$ cat src/sv/fmws_pkg.sv
// Shared types, constants and the weight table for the flag-matched
// weighted selector. No dependencies.
`timescale 1ns / 1ps

package fmws_pkg;

    localparam int TABLE_DEPTH_DEF = 64;
    localparam int MAX_MATCH_DEF   = 11;

    localparam int OPCODE_W = 2;
    localparam int INDEX_W  = 6;
    localparam int WORD_W   = 32;
    localparam int FRAC_W   = 17;
    localparam int COUNT_W  = 7;
    localparam int TOTAL_W  = 4;
    localparam int STATUS_W = 2;

    localparam logic [OPCODE_W-1:0] OP_WRITE = 2'd0;
    localparam logic [OPCODE_W-1:0] OP_QUERY = 2'd1;
    localparam logic [OPCODE_W-1:0] OP_INVAL = 2'd2;

    localparam logic [STATUS_W-1:0] ST_OK       = 2'd0;
    localparam logic [STATUS_W-1:0] ST_INVALID  = 2'd1;
    localparam logic [STATUS_W-1:0] ST_NOMATCH  = 2'd2;
    localparam logic [STATUS_W-1:0] ST_OVERFLOW = 2'd3;

    localparam logic [WORD_W-1:0] WEIGHT_MASK = 32'h0000_0007;
    localparam logic [FRAC_W-1:0] ONE_Q16     = 17'h1_0000;

    typedef enum logic [1:0] {
        RES_ZERO,
        RES_INVALID,
        RES_QUERY
    } res_sel_t;

    typedef struct packed {
        logic     accept;
        logic     clr_step;
        logic     walk_eval;
        logic     mul;
        logic     scan_eval;
        logic     res_load;
        res_sel_t res_sel;
    } ctl_cmd_t;

    typedef struct packed {
        logic is_query;
        logic tbl_valid;
        logic clr_last;
        logic walk_last;
        logic scan_hit;
        logic out_free;
    } dp_sts_t;

    // Q1.16 product of 0.1 (bit 2), 0.33 (bit 1) and 0.5 (bit 0), rounded
    function automatic logic [FRAC_W-1:0] weight_q16(input logic [2:0] code);
        logic [FRAC_W-1:0] w;
        case (code)
            3'd0:    w = 17'd65536;
            3'd1:    w = 17'd32768;
            3'd2:    w = 17'd21627;
            3'd3:    w = 17'd10813;
            3'd4:    w = 17'd6554;
            3'd5:    w = 17'd3277;
            3'd6:    w = 17'd2163;
            3'd7:    w = 17'd1081;
            default: w = 17'd0;
        endcase
        return w;
    endfunction

endpackage

$ cat src/sv/fmws_dp.sv
// Datapath: entry table memory, match store, walk counters, weight sum,
// pick multiplier and output register. Depends on fmws_pkg.
`timescale 1ns / 1ps

module fmws_dp #(
    parameter int TABLE_DEPTH = fmws_pkg::TABLE_DEPTH_DEF,
    parameter int MAX_MATCH   = fmws_pkg::MAX_MATCH_DEF
) (
    input  logic                            clk,
    input  logic                            rst_n,
    input  fmws_pkg::ctl_cmd_t              cmd,
    output fmws_pkg::dp_sts_t               sts,
    input  logic [fmws_pkg::OPCODE_W-1:0]   opcode,
    input  logic [fmws_pkg::INDEX_W-1:0]    entry_index,
    input  logic [fmws_pkg::WORD_W-1:0]     entry_flags,
    input  logic [fmws_pkg::WORD_W-1:0]     entry_offset,
    input  logic [fmws_pkg::WORD_W-1:0]     variant_id,
    input  logic [fmws_pkg::FRAC_W-1:0]     rand_fraction,
    input  logic                            rsp_ready,
    output logic                            rsp_valid,
    output logic [fmws_pkg::WORD_W-1:0]     selected_offset,
    output logic [fmws_pkg::COUNT_W-1:0]    variation_count,
    output logic [fmws_pkg::TOTAL_W-1:0]    match_total,
    output logic [fmws_pkg::STATUS_W-1:0]   status
);

    localparam int AW  = $clog2(TABLE_DEPTH);
    localparam int CW  = $clog2(TABLE_DEPTH + 1);
    localparam int XW  = (AW > fmws_pkg::INDEX_W) ? AW : fmws_pkg::INDEX_W;
    localparam int MAW = (MAX_MATCH > 1) ? $clog2(MAX_MATCH) : 1;
    localparam int FW  = $clog2(MAX_MATCH + 1);
    localparam int SW  = $clog2(MAX_MATCH * 65536 + 1);
    localparam int TW  = SW + fmws_pkg::FRAC_W;
    localparam int EW  = 2 * fmws_pkg::WORD_W;

    // entry table: {flags, offset}
    logic [EW-1:0]              tbl_mem [TABLE_DEPTH];
    logic [EW-1:0]              tbl_rd_reg;
    logic [fmws_pkg::WORD_W-1:0] off_mem [MAX_MATCH];
    logic [SW-1:0]              sum_mem [MAX_MATCH];
    logic [fmws_pkg::WORD_W-1:0] off_rd_reg;
    logic [SW-1:0]              sum_rd_reg;

    logic                       tbl_valid_reg;
    logic [CW-1:0]              i_reg;
    logic [MAW-1:0]             j_reg;
    logic [FW-1:0]              found_reg;
    logic [SW-1:0]              total_reg;
    logic [fmws_pkg::WORD_W-1:0] matched_reg;
    logic                       overflow_reg;
    logic [CW-1:0]              count_reg;
    logic [fmws_pkg::WORD_W-1:0] id_reg;
    logic [fmws_pkg::FRAC_W-1:0] rnd_reg;
    logic [TW-1:0]              target_reg;

    logic                       out_valid_reg;
    logic [fmws_pkg::WORD_W-1:0] out_off_reg;
    logic [fmws_pkg::COUNT_W-1:0] out_count_reg;
    logic [fmws_pkg::TOTAL_W-1:0] out_total_reg;
    logic [fmws_pkg::STATUS_W-1:0] out_status_reg;

    logic [XW-1:0]              idx_ext;
    logic                       in_range;
    logic                       wr_en;
    logic                       tbl_we;
    logic [AW-1:0]              tbl_wa;
    logic [EW-1:0]              tbl_wd;
    logic [fmws_pkg::WORD_W-1:0] rd_flags;
    logic [fmws_pkg::WORD_W-1:0] rd_off;
    logic [fmws_pkg::WORD_W-1:0] req_flags;
    logic                       hit;
    logic                       take;
    logic [SW-1:0]              total_new;
    logic                       term;
    logic                       idx_last;
    logic [fmws_pkg::FRAC_W-1:0] rnd_sat;
    logic [FW-1:0]              j_ext;
    logic                       scan_last;
    logic                       out_free;

    assign idx_ext  = XW'(entry_index);
    assign in_range = 32'(entry_index) < 32'(TABLE_DEPTH);
    assign wr_en    = cmd.accept && (opcode == fmws_pkg::OP_WRITE) && in_range;

    assign tbl_we = wr_en || cmd.clr_step;
    assign tbl_wa = cmd.clr_step ? i_reg[AW-1:0] : idx_ext[AW-1:0];
    assign tbl_wd = cmd.clr_step ? '0 : {entry_flags, entry_offset};

    assign rd_flags  = tbl_rd_reg[EW-1:fmws_pkg::WORD_W];
    assign rd_off    = tbl_rd_reg[fmws_pkg::WORD_W-1:0];
    assign req_flags = rd_flags & ~fmws_pkg::WEIGHT_MASK;
    assign hit       = ((req_flags & id_reg) == req_flags)
                    && ((found_reg == '0) || (matched_reg == req_flags));
    assign take      = hit && (found_reg < FW'(MAX_MATCH));
    assign total_new = total_reg + SW'(fmws_pkg::weight_q16(rd_flags[2:0]));
    assign term      = (rd_flags == '0);
    assign idx_last  = (i_reg == CW'(TABLE_DEPTH - 1));

    assign rnd_sat   = (rnd_reg > fmws_pkg::ONE_Q16) ? fmws_pkg::ONE_Q16 : rnd_reg;
    assign j_ext     = FW'(j_reg);
    assign scan_last = ((j_ext + FW'(1)) == found_reg);
    assign out_free  = !out_valid_reg || rsp_ready;

    always_comb
    begin
        sts.is_query  = (opcode == fmws_pkg::OP_QUERY);
        sts.tbl_valid = tbl_valid_reg;
        sts.clr_last  = idx_last;
        sts.walk_last = term || idx_last;
        sts.scan_hit  = (found_reg == '0) || scan_last
                     || (target_reg <= TW'({sum_rd_reg, 16'h0000}));
        sts.out_free  = out_free;
    end

    // memories
    always_ff @(posedge clk)
    begin
        if (tbl_we)
            tbl_mem[tbl_wa] <= tbl_wd;
        tbl_rd_reg <= tbl_mem[i_reg[AW-1:0]];
    end

    always_ff @(posedge clk)
    begin
        if (cmd.walk_eval && take)
        begin
            off_mem[found_reg[MAW-1:0]] <= rd_off;
            sum_mem[found_reg[MAW-1:0]] <= total_new;
        end
        off_rd_reg <= off_mem[j_reg];
        sum_rd_reg <= sum_mem[j_reg];
    end

    // control counters and flags
    always_ff @(posedge clk or negedge rst_n)
    begin
        if (!rst_n)
        begin
            tbl_valid_reg <= 1'b0;
            i_reg         <= '0;
            j_reg         <= '0;
            found_reg     <= '0;
            overflow_reg  <= 1'b0;
        end
        else
        begin
            if (wr_en)
                tbl_valid_reg <= 1'b1;
            else if (cmd.accept && (opcode == fmws_pkg::OP_INVAL))
                tbl_valid_reg <= 1'b0;

            if (cmd.accept)
            begin
                i_reg        <= '0;
                j_reg        <= '0;
                found_reg    <= '0;
                overflow_reg <= 1'b0;
            end
            else
            begin
                if (cmd.clr_step || (cmd.walk_eval && !term && !idx_last))
                    i_reg <= i_reg + CW'(1);
                if (cmd.walk_eval && take)
                    found_reg <= found_reg + FW'(1);
                if (cmd.walk_eval && hit && !take)
                    overflow_reg <= 1'b1;
                if (cmd.scan_eval && !sts.scan_hit)
                    j_reg <= j_reg + MAW'(1);
            end
        end
    end

    // query payload registers
    always_ff @(posedge clk)
    begin
        if (cmd.accept)
        begin
            id_reg    <= variant_id;
            rnd_reg   <= rand_fraction;
            total_reg <= '0;
        end
        if (cmd.walk_eval)
        begin
            if (take)
            begin
                total_reg   <= total_new;
                matched_reg <= req_flags;
            end
            if (term)
                count_reg <= i_reg;
            else if (idx_last)
                count_reg <= CW'(TABLE_DEPTH);
        end
        if (cmd.mul)
            target_reg <= TW'(rnd_sat) * TW'(total_reg);
    end

    // output register
    always_ff @(posedge clk or negedge rst_n)
    begin
        if (!rst_n)
            out_valid_reg <= 1'b0;
        else if (cmd.res_load)
            out_valid_reg <= 1'b1;
        else if (rsp_ready)
            out_valid_reg <= 1'b0;
    end

    always_ff @(posedge clk)
    begin
        if (cmd.res_load)
        begin
            case (cmd.res_sel)
                fmws_pkg::RES_INVALID:
                begin
                    out_off_reg    <= '0;
                    out_count_reg  <= '0;
                    out_total_reg  <= '0;
                    out_status_reg <= fmws_pkg::ST_INVALID;
                end
                fmws_pkg::RES_QUERY:
                begin
                    out_count_reg <= fmws_pkg::COUNT_W'(count_reg);
                    if (found_reg == '0)
                    begin
                        out_off_reg    <= '0;
                        out_total_reg  <= '0;
                        out_status_reg <= fmws_pkg::ST_NOMATCH;
                    end
                    else
                    begin
                        out_off_reg    <= off_rd_reg;
                        out_total_reg  <= fmws_pkg::TOTAL_W'(found_reg);
                        out_status_reg <= overflow_reg ? fmws_pkg::ST_OVERFLOW
                                                       : fmws_pkg::ST_OK;
                    end
                end
                default:
                begin
                    out_off_reg    <= '0;
                    out_count_reg  <= '0;
                    out_total_reg  <= '0;
                    out_status_reg <= fmws_pkg::ST_OK;
                end
            endcase
        end
    end

    assign rsp_valid       = out_valid_reg;
    assign selected_offset = out_off_reg;
    assign variation_count = out_count_reg;
    assign match_total     = out_total_reg;
    assign status          = out_status_reg;

`ifndef SYNTHESIS
    a_found_bound: assert property (@(posedge clk) disable iff (!rst_n)
        found_reg <= FW'(MAX_MATCH))
        else $error("match count beyond store depth");

    a_no_overwrite: assert property (@(posedge clk) disable iff (!rst_n)
        cmd.res_load |-> (!out_valid_reg || rsp_ready))
        else $error("result loaded over an untaken result");

    a_single_write: assert property (@(posedge clk) disable iff (!rst_n)
        cmd.clr_step |-> !wr_en)
        else $error("table write during clearing pass");

    a_scan_range: assert property (@(posedge clk) disable iff (!rst_n)
        (cmd.scan_eval && (found_reg != '0)) |-> (j_ext < found_reg))
        else $error("scan past last stored match");

    a_total_kept: assert property (@(posedge clk) disable iff (!rst_n)
        cmd.scan_eval |=> $stable(total_reg))
        else $error("weight total changed during scan");
`endif

endmodule

$ cat config.mk
export PLATFORM = sky130hd
export DESIGN_NAME = fmws_dp
export DESIGN_NICKNAME = d
export VERILOG_FILES = /design/src/sv/fmws_pkg.sv /design/src/sv/fmws_dp.sv
export SDC_FILE = /design/constraint.sdc
export NUM_CORES = 2
export LEC_CHECK = 0
export BUFFER_PORTS_ARGS = -buffer_cell sky130_fd_sc_hd__buf_2
export CELL_PAD_IN_SITES_DETAIL_PLACEMENT = 0
export CELL_PAD_IN_SITES_GLOBAL_PLACEMENT = 1
export CORE_MARGIN = 5
export CORE_UTILIZATION = 45
export DETAILED_ROUTE_END_ITERATION = 10
export PLACE_DENSITY = 0.77
export SETUP_SLACK_MARGIN = 0.05
export SYNTH_ARGS = -nofsm -noshare
export SYNTH_HDL_FRONTEND = slang
export SYNTH_MEMORY_MAX_BITS = 65536
export SYNTH_SLANG_ARGS = --single-unit
$ cat constraint.sdc
create_clock -name clk -period 6.8 [get_ports clk]
set_input_delay 1.36 -clock clk [delete_from_list [all_inputs] [get_ports clk]]
set_output_delay 1.36 -clock clk [all_outputs]
set_load 0.05 [all_outputs]
==> parameters.txt <==
Parameter                              Value

Critical path
  Nature of the critical path endpoint ... flop
  Startpoint of the worst register-to-register path ... rnd_reg[7]
  Logic depth of the worst register-to-register path ... 24
  Critical path type ... flop to flop
  Cell chain of the critical path ... nor4_2 > buf_4 > a41oi_4 > buf_12 > buf_8 > nor2b_4 > buf_6 > buf_6 > nand2_1 > fa_2 > inv_1 > fa_2 > fa_2 > fa_2 > fa_1 > fa_1 > ha_1 > a21o_1 > a21oi_2 > nand3b_1 > o21a_2 > a41o_1 > o41a_1 > xor2_1
  Data arrival at the endpoint of the critical path ... 7.65 ns
  Worst-path maximum fanout ... 6
  Number of buffers and inverters on the critical path ... 6
  Largest delay share family, worst path ... adder cells
  Slowest Stage Delay on Critical Path ... 0.58 ns
  Startpoint class of the critical path ... flop
  Most used cell, CP ... sky130_fd_sc_hd__fa_2
  Slowest cell on the critical path ... sky130_fd_sc_hd__fa_2
  CP required ... 7.49 ns
  Crit path from ... rnd_reg[7]
  Register-to-register setup slack ... -0.16 ns
  Crit path to ... target_reg[30]
  RR Endpoint ... target_reg[30]
  Worst path depth ... 24

Yosys
  YS warnings ... 0
  Synthesized netlist cell count ... 9150
  Post-synthesis instance area ... 0.200 sq mm
  Total of flip-flops plus latches after synthesis ... 4986
  Leading cell types by total area after synthesis ... sky130_fd_sc_hd__edfxtp_1, sky130_fd_sc_hd__mux4_2, sky130_fd_sc_hd__fa_1, sky130_fd_sc_hd__dfxtp_1, sky130_fd_sc_hd__ha_1
  Area share of the largest cell type after synthesis ... 72.5%
  Synth async-reset ratio ... 0.361%
  Total nets after synthesis ... 9716
  Dominant register cell in the synthesized netlist ... sky130_fd_sc_hd__edfxtp_1
  Count of flip-flops with a built-in enable after synthesis ... 4832
  Library cell occupying the most area in the post-synthesis netlist ... sky130_fd_sc_hd__edfxtp_1
  Avg Synthesized Cell Area ... 21.9 sq um
  Count of distinct cell types in the synthesized netlist ... 59
  Share of synthesized area occupied by flip-flops and latches ... 74.1%

Drt
  Antenna-violating nets left ... 0
  1st-iter DRT viols ... 13900
  Total via count after detailed routing ... 98300
  Number of detailed-routing iterations run before antenna repair ... 6
  Total Routed Length ... 524000 um
  Routed wire per std cell ... 32.6 um
  Total DRC errors in the routed layout ... 0
  Vias per inst ... 6.11

Place
  Global placer's final weighted congestion ... 0.813
  Placed insts ... 15200
  Detailed placement HPWL ... 280000 um
  Pre-CTS worst setup slack ... -0.600 ns
  Placement-stage cell area ... 0.211 sq mm
  Number of port buffers ... 180

Power
  Power share of the clock group ... 41.1%
  Max rail drop VDD ... 0.290 mV
  Switching power ... 14100 uW
  Switching Share ... 21.4%
  Sequential fraction of design power ... 52.3%
  Internal cell power ... 51600 uW
  Power share of the combinational group ... 6.5%
  Pwr dens ... 288 mW/mm^2
  Leakage power of the design ... 0.0737 uW

Timing
  Setup repair after global routing missed its margin ... yes
  Slew @ Worst Pin ... 1.42 ns
  Final Hold Violating Endpoints ... 0
  Slack of the critical path ... -0.161 ns
  Final worst clock skew ... 0.118 ns
  Final count of negative-setup-slack endpoints ... 7
  Period utilisation layout ... 102%
  Achievable frequency ... 0.144 GHz
  Max-slew headroom ... 5.27%
  Final-report max-slew violation count ... 0
  Min Clock Period, post-route ... 6.96 ns
  Sum of negative setup slack ... -0.655 ns

GRT
  Global-route wire length before repair ... 742000 um
  Initial antenna violation count ... 40
  GR Util All Layers ... 22.5%
  GR Overflow Total ... 0
  Vias in the first global route ... 99100
  Largest net degree at the start of global routing ... 170

Die
  Standard-cell row count ... 244
  Starting density of the core ... 45.2%
  I/O pin count ... 184
  Die Y-Extent ... 677 um
  Die Width ... 677 um
  Full die area ... 0.458 sq mm
  Core region area ... 0.442 sq mm

Layout
  Signed area change from the synthesized netlist to the final layout ... 14.2%
  Total Nets Final ... 10300
  Number of flip-flops in the largest register ... 4096
  Most flop-heavy register ... tbl_mem
  Summed area of non-filler cells in the final layout ... 0.228 sq mm
  Cell Count, Final, Fillers Out ... 16100
  Highest-count cells in the layout ignoring fill and taps ... sky130_fd_sc_hd__edfxtp_1, sky130_fd_sc_hd__mux4_2, sky130_fd_sc_hd__clkbuf_16
  Most frequent standard cell in the layout excluding fill and tap cells ... sky130_fd_sc_hd__edfxtp_1
  Layout cell share with drive strength beyond 1 ... 29.8%

Clocking
  Sink count of the clock tree ... 4986
  Maximum buffer depth of the clock tree ... 4
  Total clock buffers created by CTS ... 475
  CTS tree ... done
  Worst-skew pair later-pin latency ... 1.06 ns
  Number of hold buffers added after CTS ... 0
  Clock slew at reported path FFs ... 0.06 ns
  Clock root cell ... sky130_fd_sc_hd__clkbuf_16
  CTS H-tree lvls ... 5

Outcome
  Violated checks ... negative setup slack
  Result of the run ... finished, violations left

Worst hold path
  Worst min-delay path class ... input port to flop

Flow run
  Total of max-cap violations ... 0
## how the worst min path moves through the flow
stage               slack [ns]         endpoint  cells past startpoint            from
floorplan                 0.47  matched_reg[16]                      0  tbl_rd_reg[48]
global placement          0.48        rsp_valid                      2       rsp_valid
detailed placement        0.51    tbl_valid_reg                      2   tbl_valid_reg
CTS                       0.40       id_reg[11]                      1  variant_id[11]
global route              0.43       id_reg[11]                      1  variant_id[11]
finish                    0.48       id_reg[11]                      1  variant_id[11]
## what timing repair did
action                                  CTS  global route
buffers inserted                         25            14
resized for setup                        71            79
hold endpoints to repair                  0             0
endpoints found under the setup margin   16            20
pin swaps                                36            70
## layout make-up
class	count	area (sq um)
Fill cell	33400	214000
Clock buffer	583	12600
Multi-Input combinational cell	3325	50000
Clock inverter	300	3440
Inverter	380	1430
Sequential cell	4986	148000
Timing Repair Buffer	608	5230
Antenna cell	11	27.5
Tap cell	5904	7390
## cells in the mapped netlist (all sizes together) (38+ instances only)
| master | number |
|---|---|
| fa | 270 |
| nand2 | 336 |
| xnor2 | 50 |
| o21ai | 134 |
| and2 | 170 |
| inv | 380 |
| edfxtp | 4832 |
| nor2b | 103 |
| a21oi | 58 |
| nor2 | 136 |
| buf | 145 |
| ha | 164 |
| a21o | 45 |
| dfxtp | 136 |
| clkbuf | 314 |
| mux2i | 113 |
| mux4 | 1448 |
| and3 | 62 |
| xor2 | 38 |
## worst reg2reg max path, delay by kind of cell (launching register included)
kind | cells | cell delay [ns]
fa+ha+maj | 7 | 3.43
compound gates | 6 | 1.39
buf+inv | 6 | 0.78
simple gates | 4 | 0.58
flops | 1 | 0.41
xor+xnor | 1 | 0.15
## power groups by stage
stage	sequential, uW	combinational, uW	clock [uW]
finish	34400	4290	27000
global route	34400	4540	28700
CTS	34400	4320	27300
detailed placement	35000	4260	0
global placement	35000	4170	0
floorplan	34900	2890	0
## routing by layer
layer  vias to the layer above  GRT usage, %  wire length, um
met2                      6240          36.2           253000
met3                      1101          4.42            56400
met4                        20          7.53            20000
li1                      38600             -                -
met5                         -             0              115
met1                     52400          31.2           195000
## cell families after synthesis
| kind of cell | Yosys count | synth area share [%] |
|---|---|---|
| fa+ha+maj | 434 | 3.73 |
| mux | 1564 | 16.9 |
| flops | 4986 | 74.1 |
| xor+xnor | 88 | 0.385 |
| buf+inv | 839 | 1.64 |
| compound gates | 305 | 0.911 |
| simple gates | 934 | 2.32 |
## through the flow
stage	total power (uW)	utilization [%]	hold slack (ns)
after floorplan	37800	-	0.465
after global placement	39200	47.8	0.484
after detailed placement	39300	47.8	0.507
after CTS	66000	51.5	0.401
after global routing	67600	51.6	0.427
final	65700	51.6	0.479
Power figures use the tool's default switching activity.
