**src/sv/fmws_pkg.sv**
```systemverilog
// Shared types, constants and the weight table for the flag-matched
// weighted selector. No dependencies.
`timescale 1ns / 1ps

package fmws_pkg;

    localparam int TABLE_DEPTH_DEF = 64;
    localparam int MAX_MATCH_DEF   = 11;

    localparam int OPCODE_W = 2;
    localparam int INDEX_W  = 6;
    localparam int WORD_W   = 32;
    localparam int FRAC_W   = 17;
    localparam int COUNT_W  = 7;
    localparam int TOTAL_W  = 4;
    localparam int STATUS_W = 2;

    localparam logic [OPCODE_W-1:0] OP_WRITE = 2'd0;
    localparam logic [OPCODE_W-1:0] OP_QUERY = 2'd1;
    localparam logic [OPCODE_W-1:0] OP_INVAL = 2'd2;

    localparam logic [STATUS_W-1:0] ST_OK       = 2'd0;
    localparam logic [STATUS_W-1:0] ST_INVALID  = 2'd1;
    localparam logic [STATUS_W-1:0] ST_NOMATCH  = 2'd2;
    localparam logic [STATUS_W-1:0] ST_OVERFLOW = 2'd3;

    localparam logic [WORD_W-1:0] WEIGHT_MASK = 32'h0000_0007;
    localparam logic [FRAC_W-1:0] ONE_Q16     = 17'h1_0000;

    typedef enum logic [1:0] {
        RES_ZERO,
        RES_INVALID,
        RES_QUERY
    } res_sel_t;

    typedef struct packed {
        logic     accept;
        logic     clr_step;
        logic     walk_eval;
        logic     mul;
        logic     scan_eval;
        logic     res_load;
        res_sel_t res_sel;
    } ctl_cmd_t;

    typedef struct packed {
        logic is_query;
        logic tbl_valid;
        logic clr_last;
        logic walk_last;
        logic scan_hit;
        logic out_free;
    } dp_sts_t;

    // Q1.16 product of 0.1 (bit 2), 0.33 (bit 1) and 0.5 (bit 0), rounded
    function automatic logic [FRAC_W-1:0] weight_q16(input logic [2:0] code);
        logic [FRAC_W-1:0] w;
        case (code)
            3'd0:    w = 17'd65536;
            3'd1:    w = 17'd32768;
            3'd2:    w = 17'd21627;
            3'd3:    w = 17'd10813;
            3'd4:    w = 17'd6554;
            3'd5:    w = 17'd3277;
            3'd6:    w = 17'd2163;
            3'd7:    w = 17'd1081;
            default: w = 17'd0;
        endcase
        return w;
    endfunction

endpackage

```
**src/sv/fmws_ctrl.sv**
```systemverilog
// Sequencing state machine: clearing pass, table walk, weighted pick, result.
// Depends on fmws_pkg for command and status structs.
`timescale 1ns / 1ps

module fmws_ctrl (
    input  logic               clk,
    input  logic               rst_n,
    input  logic               req_valid,
    input  fmws_pkg::dp_sts_t  sts,
    output logic               req_ready,
    output fmws_pkg::ctl_cmd_t cmd
);

    typedef enum logic [2:0] {
        S_CLEAR,
        S_IDLE,
        S_WALK_RD,
        S_WALK_EV,
        S_MUL,
        S_SCAN_RD,
        S_SCAN_EV,
        S_DONE
    } state_t;

    state_t              state_reg, state_next;
    fmws_pkg::res_sel_t  sel_reg, sel_next;

    always_comb
    begin
        state_next    = state_reg;
        sel_next      = sel_reg;
        req_ready     = 1'b0;
        cmd           = '0;
        cmd.res_sel   = sel_reg;
        case (state_reg)
            S_CLEAR:
            begin
                cmd.clr_step = 1'b1;
                if (sts.clr_last)
                    state_next = S_IDLE;
            end
            S_IDLE:
            begin
                req_ready  = 1'b1;
                cmd.accept = req_valid;
                if (req_valid)
                begin
                    if (sts.is_query && sts.tbl_valid)
                    begin
                        state_next = S_WALK_RD;
                        sel_next   = fmws_pkg::RES_QUERY;
                    end
                    else
                    begin
                        state_next = S_DONE;
                        sel_next   = sts.is_query ? fmws_pkg::RES_INVALID
                                                  : fmws_pkg::RES_ZERO;
                    end
                end
            end
            S_WALK_RD:
                state_next = S_WALK_EV;
            S_WALK_EV:
            begin
                cmd.walk_eval = 1'b1;
                state_next    = sts.walk_last ? S_MUL : S_WALK_RD;
            end
            // match store read of slot 0 is in flight during the multiply
            S_MUL:
            begin
                cmd.mul    = 1'b1;
                state_next = S_SCAN_EV;
            end
            S_SCAN_RD:
                state_next = S_SCAN_EV;
            S_SCAN_EV:
            begin
                cmd.scan_eval = 1'b1;
                state_next    = sts.scan_hit ? S_DONE : S_SCAN_RD;
            end
            S_DONE:
            begin
                if (sts.out_free)
                begin
                    cmd.res_load = 1'b1;
                    state_next   = S_IDLE;
                end
            end
            default:
                state_next = S_IDLE;
        endcase
    end

    always_ff @(posedge clk or negedge rst_n)
    begin
        if (!rst_n)
        begin
            state_reg <= S_CLEAR;
            sel_reg   <= fmws_pkg::RES_ZERO;
        end
        else
        begin
            state_reg <= state_next;
            sel_reg   <= sel_next;
        end
    end

endmodule

```
**config.mk**
```make
export PLATFORM = sky130hd
export DESIGN_NAME = fmws_ctrl
export DESIGN_NICKNAME = d
export VERILOG_FILES = /design/src/sv/fmws_pkg.sv /design/src/sv/fmws_ctrl.sv
export SDC_FILE = /design/constraint.sdc
export NUM_CORES = 1
export LEC_CHECK = 0
export BUFFER_PORTS_ARGS = -buffer_cell sky130_fd_sc_hd__buf_2
export CORE_AREA = 5 5 42 44
export CTS_BUF_LIST = sky130_fd_sc_hd__clkbuf_2
export DETAILED_ROUTE_END_ITERATION = 8
export DIE_AREA = 0 0 47 49
export PLACE_DENSITY = 0.6
export SETUP_SLACK_MARGIN = 0.1
export SLEW_MARGIN = 20
export SYNTH_ARGS = -nofsm -noshare
export SYNTH_HDL_FRONTEND = slang
export SYNTH_SLANG_ARGS = --single-unit
export TNS_END_PERCENT = 30
```
**constraint.sdc**
```tcl
create_clock -name clk -period 1.7 [get_ports clk]
set_input_delay 0.34 -clock clk [delete_from_list [all_inputs] [get_ports clk]]
set_output_delay 0.34 -clock clk [all_outputs]
set_load 0.02 [all_outputs]
```
==> flow_summary.toml, run 1 <==
[status]
status = "finished, final reports clean"

[pwr]
vdd_ir_drop_max_v = 0.000702
combinationalPowerShare_pct = 48.5
power.leakage_uw = 0.000233
finalPower_uw = 799
pwr-share-seq_pct = 37.7
total_switching_power_uw = 378
clockPowerShare_pct = 13.7
switching_share_pct = 47.4
power.density_cell_area_nw_per_um2 = 1760
intPower_uw = 421

[floorplan]
floorplan.initialDensity_pct = 24.4
floorplan.die.height_um = 49
floorplan.core_area_um2 = 1400
die_w_um = 47
design.die.area_um2 = 2300
boundaryPins = 18
core.rowCount = 14

[synth]
synthDistinctLibCells = 21
syn_area_um2 = 342
mapped_cells = 39
synthesis.nets = 48
synth.yosys.warnings = 0
seq_area_frac_synth_pct = 36.6
synth_seq_cells = 5
synth.avg_cell_area_um2 = 8.76

[worst_setup_path]
r2r-end = "sel_reg[0]"
arrival_ns = 1.23
family_with_the_most_delay_on_the_worst_path = "flip-flops"
worst_setup_path_start_kind = "flip-flop"
reg2reg_setup_slack_ns = 0.44
crit_path_top_delay_cell = "dfrtp_2"
critical_path.startpoint = "state_reg[1]"
reg2reg_from = "state_reg[1]"
r2r.worst_path.cells = 3
worstSetupPathType = "flip-flop to output port"
timing.critical_path.depth = 3
crit_path_end = "cmd[7]"
timing.critical_path.slowest_cell_delay_ns = 0.47
cp.required_ns = 1.36
timing.critical_path.cells = "nor2_4, and3_4, buf_2"
endpoint_kind = "output port"
crit_buf_inv = 1
cp_max_fo = 9

[clock_network]
htree_levels = 1
clock_sinks = 5
tritoncts_clock_tree = "yes"
postCtsSetupRepairBufs = 0
cts_buffers = 3
cts.path.max_buffers = 2
source_to_sink_clock_delay_at_the_later_pin_of_the_worst_skew_pair_ns = 0.21
clkTransAtPathRegs_ns = 0.05
ctsRootBufferMaster = "clkbuf_2"

[grt]
grt_pass1_wl_mm = 1.26
first_global_vias = 300
antenna_found_initial = 0
grt_max_degree = 14
grt_use_total_pct = 7.92
globalRoute.totalOverflow = 0

[placement]
final_weighted_congestion_in_routability_driven_placement = 0.758
io_buffers = 17
placed_cells = 69
post_dp_cell_area_um2 = 419
dp_hpwl_um = 612

[cells_and_area]
layout_common_cells = "17 x buf_2, 5 x nand2_1, 4 x nand3_1, 4 x clkbuf_2"
antenna_cells_inserted = 0
largest_reg_flops = 3
layout-drive-gt1-share_pct = 48.3
postLayoutCoreUtil_pct = 32.3
stdcell_count = 74
mostFrequentLayoutCell = "buf_2"
area_growth_syn_to_layout_pct = 32.6
postLayoutCellArea_um2 = 453
final_stage_net_count = 68

[flow_run]
maxCapViolations = 0

[sta]
fin_skew_ns = 0.00283
report.final.setup_viol = 0
min_period_ns = 1.57
setup-tns-final_ns = 0
fmax_mhz = 639
tightestPinTransition_ns = 0.211
finalHoldViolations = 0
timing_max_transition_violations_final = 0
worst_slew_margin_rel_pct = 85.9
final_clock_period_utilization_by_the_worst_path_pct = 92.1
rsz_0062_raised_after_global_routing = "true"

[route]
post_drt_via_cell_ratio = 4.31
detailedRoute.firstIterationViolations = 2
dr_total_vias = 319
drc_errors = 0
routed_wl_um = 777
final_antenna_net_count = 0
firstDrtPassIters = 3
wire_per_inst_um = 10.5

[min_path]
timing.hold.worst.start = "sts[0]"
hold_path.class = "input pin to flip-flop"
## how the worst min path moves through the flow
| stage | slack (ns) | cells after the start | to |
|---|---|---|---|
| 3_3_place_gp | 0.16 | 1 | sel_reg[0] |
| 3_5_place_dp | 0.16 | 1 | sel_reg[0] |
| 4_1_cts | 0.33 | 2 | state_reg[1] |
| 5_1_grt | 0.32 | 2 | state_reg[1] |
| 2_1_floorplan | 0.04 | 0 | sel_reg[0] |
| 6_report | 0.33 | 2 | state_reg[1] |
## routing by layer
layer / global-route usage, % / vias to the layer above / part of all wire, %
met3: 3.32 / 2 / 5.0
met4: 6.91 / 0 / 2.4
met5: 0 / - / 0
li1: - / 171 / -
met1: 10.5 / 136 / 48
met2: 9.28 / 10 / 45
## per-stage QoR
stage                     hold slack [ns]  setup slack [ns]
after detailed placement            0.159             0.321
after global routing                0.318            0.0625
after CTS                           0.328             0.118
after global placement              0.159             0.340
after floorplan                    0.0444             0.302
final                               0.333             0.134
## cells in the mapped netlist
master     count  area [um^2]
and3_1         1         6.26
buf_6          2         22.5
o2bb2ai_1      1         8.76
buf_2          1         5.00
mux2_4         1         15.0
nor3_1         2         10.0
nor2_4         1         11.3
nor2_1         3         11.3
and3_4         1         11.3
dfrtp_1        5          125
o21ai_0        1         5.00
a21oi_1        1         5.00
and2_2         1         7.51
inv_1          3         11.3
nor2b_1        2         12.5
nand3_1        4         20.0
o221ai_1       1         8.76
o211ai_1       1         7.51
nand2_1        5         18.8
mux2i_1        1         10.0
a221oi_1       1         8.76
## cells by family (layout without fill, tap and decap cells)
| kind of cell | Yosys count | count (layout) | share of synthesized area [%] |
|---|---|---|---|
| buf+inv | 6 | 25 | 11.4 |
| compound gates | 6 | 6 | 12.8 |
| simple gates | 20 | 20 | 31.9 |
| mux | 2 | 2 | 7.32 |
| flops | 5 | 5 | 36.6 |
## what timing repair did
action                                 4_1_cts  5_1_grt
hold buffers                                 1        0
resized for setup                            2        1
endpoints found under the hold margin        5        0
setup endpoints to repair                    1        2
## power groups by stage
stage	combinational (uW)	sequential (uW)	clock (uW)
finish	388	301	110
global route	424	316	128
CTS	395	297	114
detailed placement	389	292	0
global placement	390	288	0
floorplan	382	234	0
## cell type report
type | instances | area (um^2)
fill | 153 | 948
multi-input combinational | 28 | 178
sequential | 5 | 129
timing repair buffer | 18 | 95.1
clock buffer | 4 | 20.0
tap | 16 | 20.0
inverter | 3 | 11.3
Note: power is estimated with default switching activity, not from simulation.
==> inputs of run 2 (changes only) <==
--- a/config.mk
+++ b/config.mk
@@ -6,10 +6,10 @@
 export NUM_CORES = 1
 export LEC_CHECK = 0
 export BUFFER_PORTS_ARGS = -buffer_cell sky130_fd_sc_hd__buf_2
-export CORE_AREA = 5 5 42 44
+export CORE_AREA = 2 2 39 41
 export CTS_BUF_LIST = sky130_fd_sc_hd__clkbuf_2
 export DETAILED_ROUTE_END_ITERATION = 8
-export DIE_AREA = 0 0 47 49
+export DIE_AREA = 0 0 41 43
 export PLACE_DENSITY = 0.6
 export SETUP_SLACK_MARGIN = 0.1
 export SLEW_MARGIN = 20
==> flow_summary.toml, run 2 (synthesis results as in run 1) <==
[sta]
fin_skew_ns = 0.00836
whs_ns = 0.329
final_clock_period_utilization_by_the_worst_path_pct = 93.2
min_period_ns = 1.58
report.final.setup_viol = 0
finalHoldViolations = 0
fmax_mhz = 631
rsz_0062_raised_after_global_routing = "true"
setup_slack_ns = 0.115
tightestPinTransition_ns = 0.230
timing_max_transition_violations_final = 0
setup-tns-final_ns = 0
worst_slew_margin_rel_pct = 84.7

[floorplan]
core.rowCount = 14
die_w_um = 41
design.die.area_um2 = 1760
boundaryPins = 18
floorplan.core_area_um2 = 1380
floorplan.die.height_um = 43
floorplan.initialDensity_pct = 24.7

[grt]
gr-max-usage-layer = "met1"
antenna_found_initial = 0
global_route.usage.met2_pct = 15.0
grt_max_degree = 14
globalRoute.totalOverflow = 0
grt_pass1_wl_mm = 1.37
met1_track_demand_over_resource_in_global_routing_pct = 16.0
grt_use_total_pct = 11.9
first_global_vias = 305
use_met3_pct = 1.57

[placement]
worst_slack_after_detailed_placement_ns = 0.336
dp_hpwl_um = 554
placed_cells = 69
final_weighted_congestion_in_routability_driven_placement = 0.691
io_buffers = 17

[cells_and_area]
area_growth_syn_to_layout_pct = 32.6
largest_reg_flops = 3
stdcell_count = 74
layout-drive-gt1-share_pct = 48.3
final_stage_net_count = 68
layout_common_cells = "17 x buf_2, 5 x nand2_1, 4 x nand3_1, 4 x clkbuf_2"
postLayoutCoreUtil_pct = 32.7
mostFrequentLayoutCell = "buf_2"
antenna_cells_inserted = 0

[worst_setup_path]
worst_setup_path_start_kind = "flip-flop"
timing.critical_path.slowest_cell_delay_ns = 0.47
crit_path_top_delay_cell = "dfrtp_2"
cp_max_fo = 9
cp.required_ns = 1.36
timing.critical_path.cells = "nor2_4, and3_4, buf_2"
endpoint_kind = "output port"
reg2reg_from = "state_reg[1]"
worstSetupPathType = "flip-flop to output port"
critical_path.startpoint = "state_reg[1]"
arrival_ns = 1.24

[clock_network]
ctsRootBufferMaster = "clkbuf_2"
postCtsSetupRepairBufs = 0
cts_buffers = 3
cts.path.max_buffers = 2
clkTransAtPathRegs_ns = 0.07
htree_levels = 1
source_to_sink_clock_delay_at_the_later_pin_of_the_worst_skew_pair_ns = 0.22
clock_sinks = 5
tritoncts_clock_tree = "yes"

[route]
final_antenna_net_count = 0
wire_per_inst_um = 10.2
drc_errors = 0
routed_wl_um = 756
dr_total_vias = 323
post_drt_via_cell_ratio = 4.36
firstDrtPassIters = 1
detailedRoute.firstIterationViolations = 0

[pwr]
power.density_cell_area_nw_per_um2 = 1770
vdd_ir_drop_max_v = 0.000633
power.leakage_uw = 0.000233

[min_path]
hold_path.class = "input pin to flip-flop"
timing.hold.worst.start = "sts[0]"

[status]
status = "finished, final reports clean"

[flow_run]
maxCapViolations = 0
run 2: through the flow:
stage	cell area [um^2]	power (uW)
after floorplan	342	616
after detailed placement	419	675
after global routing	453	873
after global placement	419	678
final	453	799
after CTS	452	801
run 2: cell type report:
class / instances / area [um^2]
fill: 150 / 931
clock buffer: 4 / 20.0
multi-input combinational: 28 / 178
inverter: 3 / 11.3
sequential: 5 / 129
tap: 16 / 20.0
timing repair buffer: 18 / 95.1
run 2: final timing paths:
kind,end,slack [ns],cells past startpoint
max,cmd[7],0.12,3
min,state_reg[1],0.33,2
max reg2reg,sel_reg[0],0.42,3
min reg2reg,sel_reg[0],0.51,1
max in group asynchronous,state_reg[1],1.11,2
min in group asynchronous,state_reg[0],0.45,2
run 2: worst max-delay path, delay by kind of cell (launching register included):
family | cells | cell delay, ns
simple gates | 2 | 0.39
flops | 1 | 0.47
buf+inv | 1 | 0.16
run 2: repair_timing:
item,CTS,global route
gates resized for setup,2,1
hold endpoints to repair,5,0
endpoints found under the setup margin,1,2
hold buffers,1,0
run 2: report_power, final:
group / total [uW] / switching, uW / leakage, uW / internal, uW
logic: 390 / 217 / 0.000160 / 173
clock network: 113 / 51.1 / 0.0000166 / 62.4
registers: 296 / 111 / 0.0000561 / 185
run 2: metal layers:
layer  vias up  share of wire (%)
met3         2                4.6
met5         -                  0
met2        11                 47
met1       138                 45
met4         0                3.6
li1        172                  -
==> inputs of run 3 (changes only) <==
--- a/config.mk
+++ b/config.mk
@@ -10,6 +10,7 @@
 export CTS_BUF_LIST = sky130_fd_sc_hd__clkbuf_2
 export DETAILED_ROUTE_END_ITERATION = 8
 export DIE_AREA = 0 0 41 43
+export GPL_TIMING_DRIVEN = 0
 export PLACE_DENSITY = 0.6
 export SETUP_SLACK_MARGIN = 0.1
 export SLEW_MARGIN = 20
==> flow_summary.toml, run 3 (synthesis results as in run 1) <==
[pwr]
power.density_cell_area_nw_per_um2 = 1800
vdd_ir_drop_max_v = 0.000727
power.leakage_uw = 0.000268
finalPower_uw = 916

[route]
wire_per_inst_um = 9.23
post_drt_via_cell_ratio = 4.45
dr_total_vias = 356
detailedRoute.firstIterationViolations = 5
firstDrtPassIters = 2
drc_errors = 0
final_antenna_net_count = 0
routed_wl_um = 738

[sta]
fmax_mhz = 649
report.final.setup_viol = 0
worst_slew_margin_rel_pct = 85.8
tightestPinTransition_ns = 0.213
min_period_ns = 1.54
rsz_0062_raised_after_global_routing = "true"
final_clock_period_utilization_by_the_worst_path_pct = 90.6
setup-tns-final_ns = 0
finalHoldViolations = 0
timing_max_transition_violations_final = 0
fin_skew_ns = 0.000462

[floorplan]
die_w_um = 41
floorplan.core_area_um2 = 1380
boundaryPins = 18
floorplan.initialDensity_pct = 24.7
design.die.area_um2 = 1760
core.rowCount = 14
floorplan.die.height_um = 43

[grt]
globalRoute.totalOverflow = 0
antenna_found_initial = 0
first_global_vias = 314
grt_use_total_pct = 10.2
grt_max_degree = 11
grt_pass1_wl_mm = 1.16

[cells_and_area]
fillerInstances = 140
postLayoutCoreUtil_pct = 36.7
area_growth_syn_to_layout_pct = 48.7
largest_reg_flops = 3
layout_common_cells = "16 x buf_2, 5 x nand2_1, 5 x dfrtp_1"
mostFrequentLayoutCell = "buf_2"
multiInputGateArea_um2 = 178
postLayoutCellArea_um2 = 508
final_stage_net_count = 74
stdcell_count = 80
seq_area_um2 = 125
layout-drive-gt1-share_pct = 48.4
antenna_cells_inserted = 0

[flow_run]
maxCapViolations = 0

[min_path]
timing.hold.worst.start = "sts[0]"
hold_path_end = "state_reg[1]"
whs_path_depth = 2
hold_path.class = "input pin to flip-flop"

[worst_setup_path]
crit_path_top_delay_cell = "dfrtp_1"
timing.critical_path.slowest_cell_delay_ns = 0.37
r2r.worst_path.cells = 4
arrival_ns = 1.20
cp_max_fo = 6
worst_setup_path_start_kind = "flip-flop"
worstSetupPathType = "flip-flop to output port"
crit_buf_inv = 2
reg2reg_setup_slack_ns = 0.43
r2r-end = "sel_reg[0]"
endpoint_kind = "output port"
timing.critical_path.cells = "buf_6, nor2_4, and3_4, buf_6"
path_common_cell = "buf_6"
reg2reg_from = "state_reg[2]"
family_with_the_most_delay_on_the_worst_path = "flip-flops"
cp.required_ns = 1.36

[placement]
placed_cells = 72
dp_hpwl_um = 550
post_dp_cell_area_um2 = 447
final_weighted_congestion_in_routability_driven_placement = 0.716
io_buffers = 17

[clock_network]
source_to_sink_clock_delay_at_the_later_pin_of_the_worst_skew_pair_ns = 0.22
cts.path.max_buffers = 2
cts_buffers = 3
htree_levels = 1
clkTransAtPathRegs_ns = 0.05
ctsRootBufferMaster = "clkbuf_2"
tritoncts_clock_tree = "yes"
clock_sinks = 5

[status]
status = "finished, final reports clean"
==> run 3: what timing repair did <==
| action | in CTS | in global routing |
|---|---|---|
| hold endpoints to repair | 5 | 0 |
| resized for setup | 0 | 4 |
| hold buffers | 1 | 0 |
| endpoints found under the setup margin | 0 | 3 |
| setup buffers | 0 | 3 |
==> run 3: cell type report <==
| class | count | area share, % |
|---|---|---|
| tap | 16 | 3.94 |
| buffer | 3 | 5.91 |
| inverter | 3 | 2.22 |
| clock buffer | 4 | 3.94 |
| timing repair buffer | 21 | 24.4 |
| multi-input combinational | 28 | 35.0 |
| sequential | 5 | 24.6 |
==> run 3: routing by layer <==
metal	part of all wire (%)	up-vias	track usage [%]
met1	45	159	12.1
li1	-	184	-
met3	3.8	2	1.57
met2	49	11	13.4
met5	0	-	0
met4	1.8	0	12.0
==> run 3: worst max path at each step <==
stage,startpoint,end,slack [ns],cells after the start
6_report,state_reg[2],cmd[7],0.16,4
5_1_grt,state_reg[0],cmd[2],0.08,4
4_1_cts,state_reg[1],cmd[7],0.10,4
3_5_place_dp,state_reg[1],cmd[7],0.35,4
3_3_place_gp,state_reg[1],cmd[7],0.35,4
2_1_floorplan,state_reg[0],cmd[4],0.30,2
==> run 3: metrics by stage <==
step                      hold WS (ns)  setup slack, ns
after detailed placement         0.154            0.351
after global routing             0.345           0.0794
after global placement           0.156            0.353
final                            0.323            0.160
after floorplan                 0.0444            0.302
after CTS                        0.314            0.101
==> run 3: worst reg2reg max path, stage by stage, from the launching register on <==
cell and delay, ns:
dfrtp_1 0.37, buf_6 0.13, nor2_4 0.14, and3_4 0.22, mux2_4 0.29
==> run 3: power breakdown <==
group | leakage (uW) | internal, uW | switching (uW)
clock | 0.0000166 | 62.2 | 49.9
sequential | 0.0000586 | 178 | 34.9
combinational | 0.000193 | 275 | 316
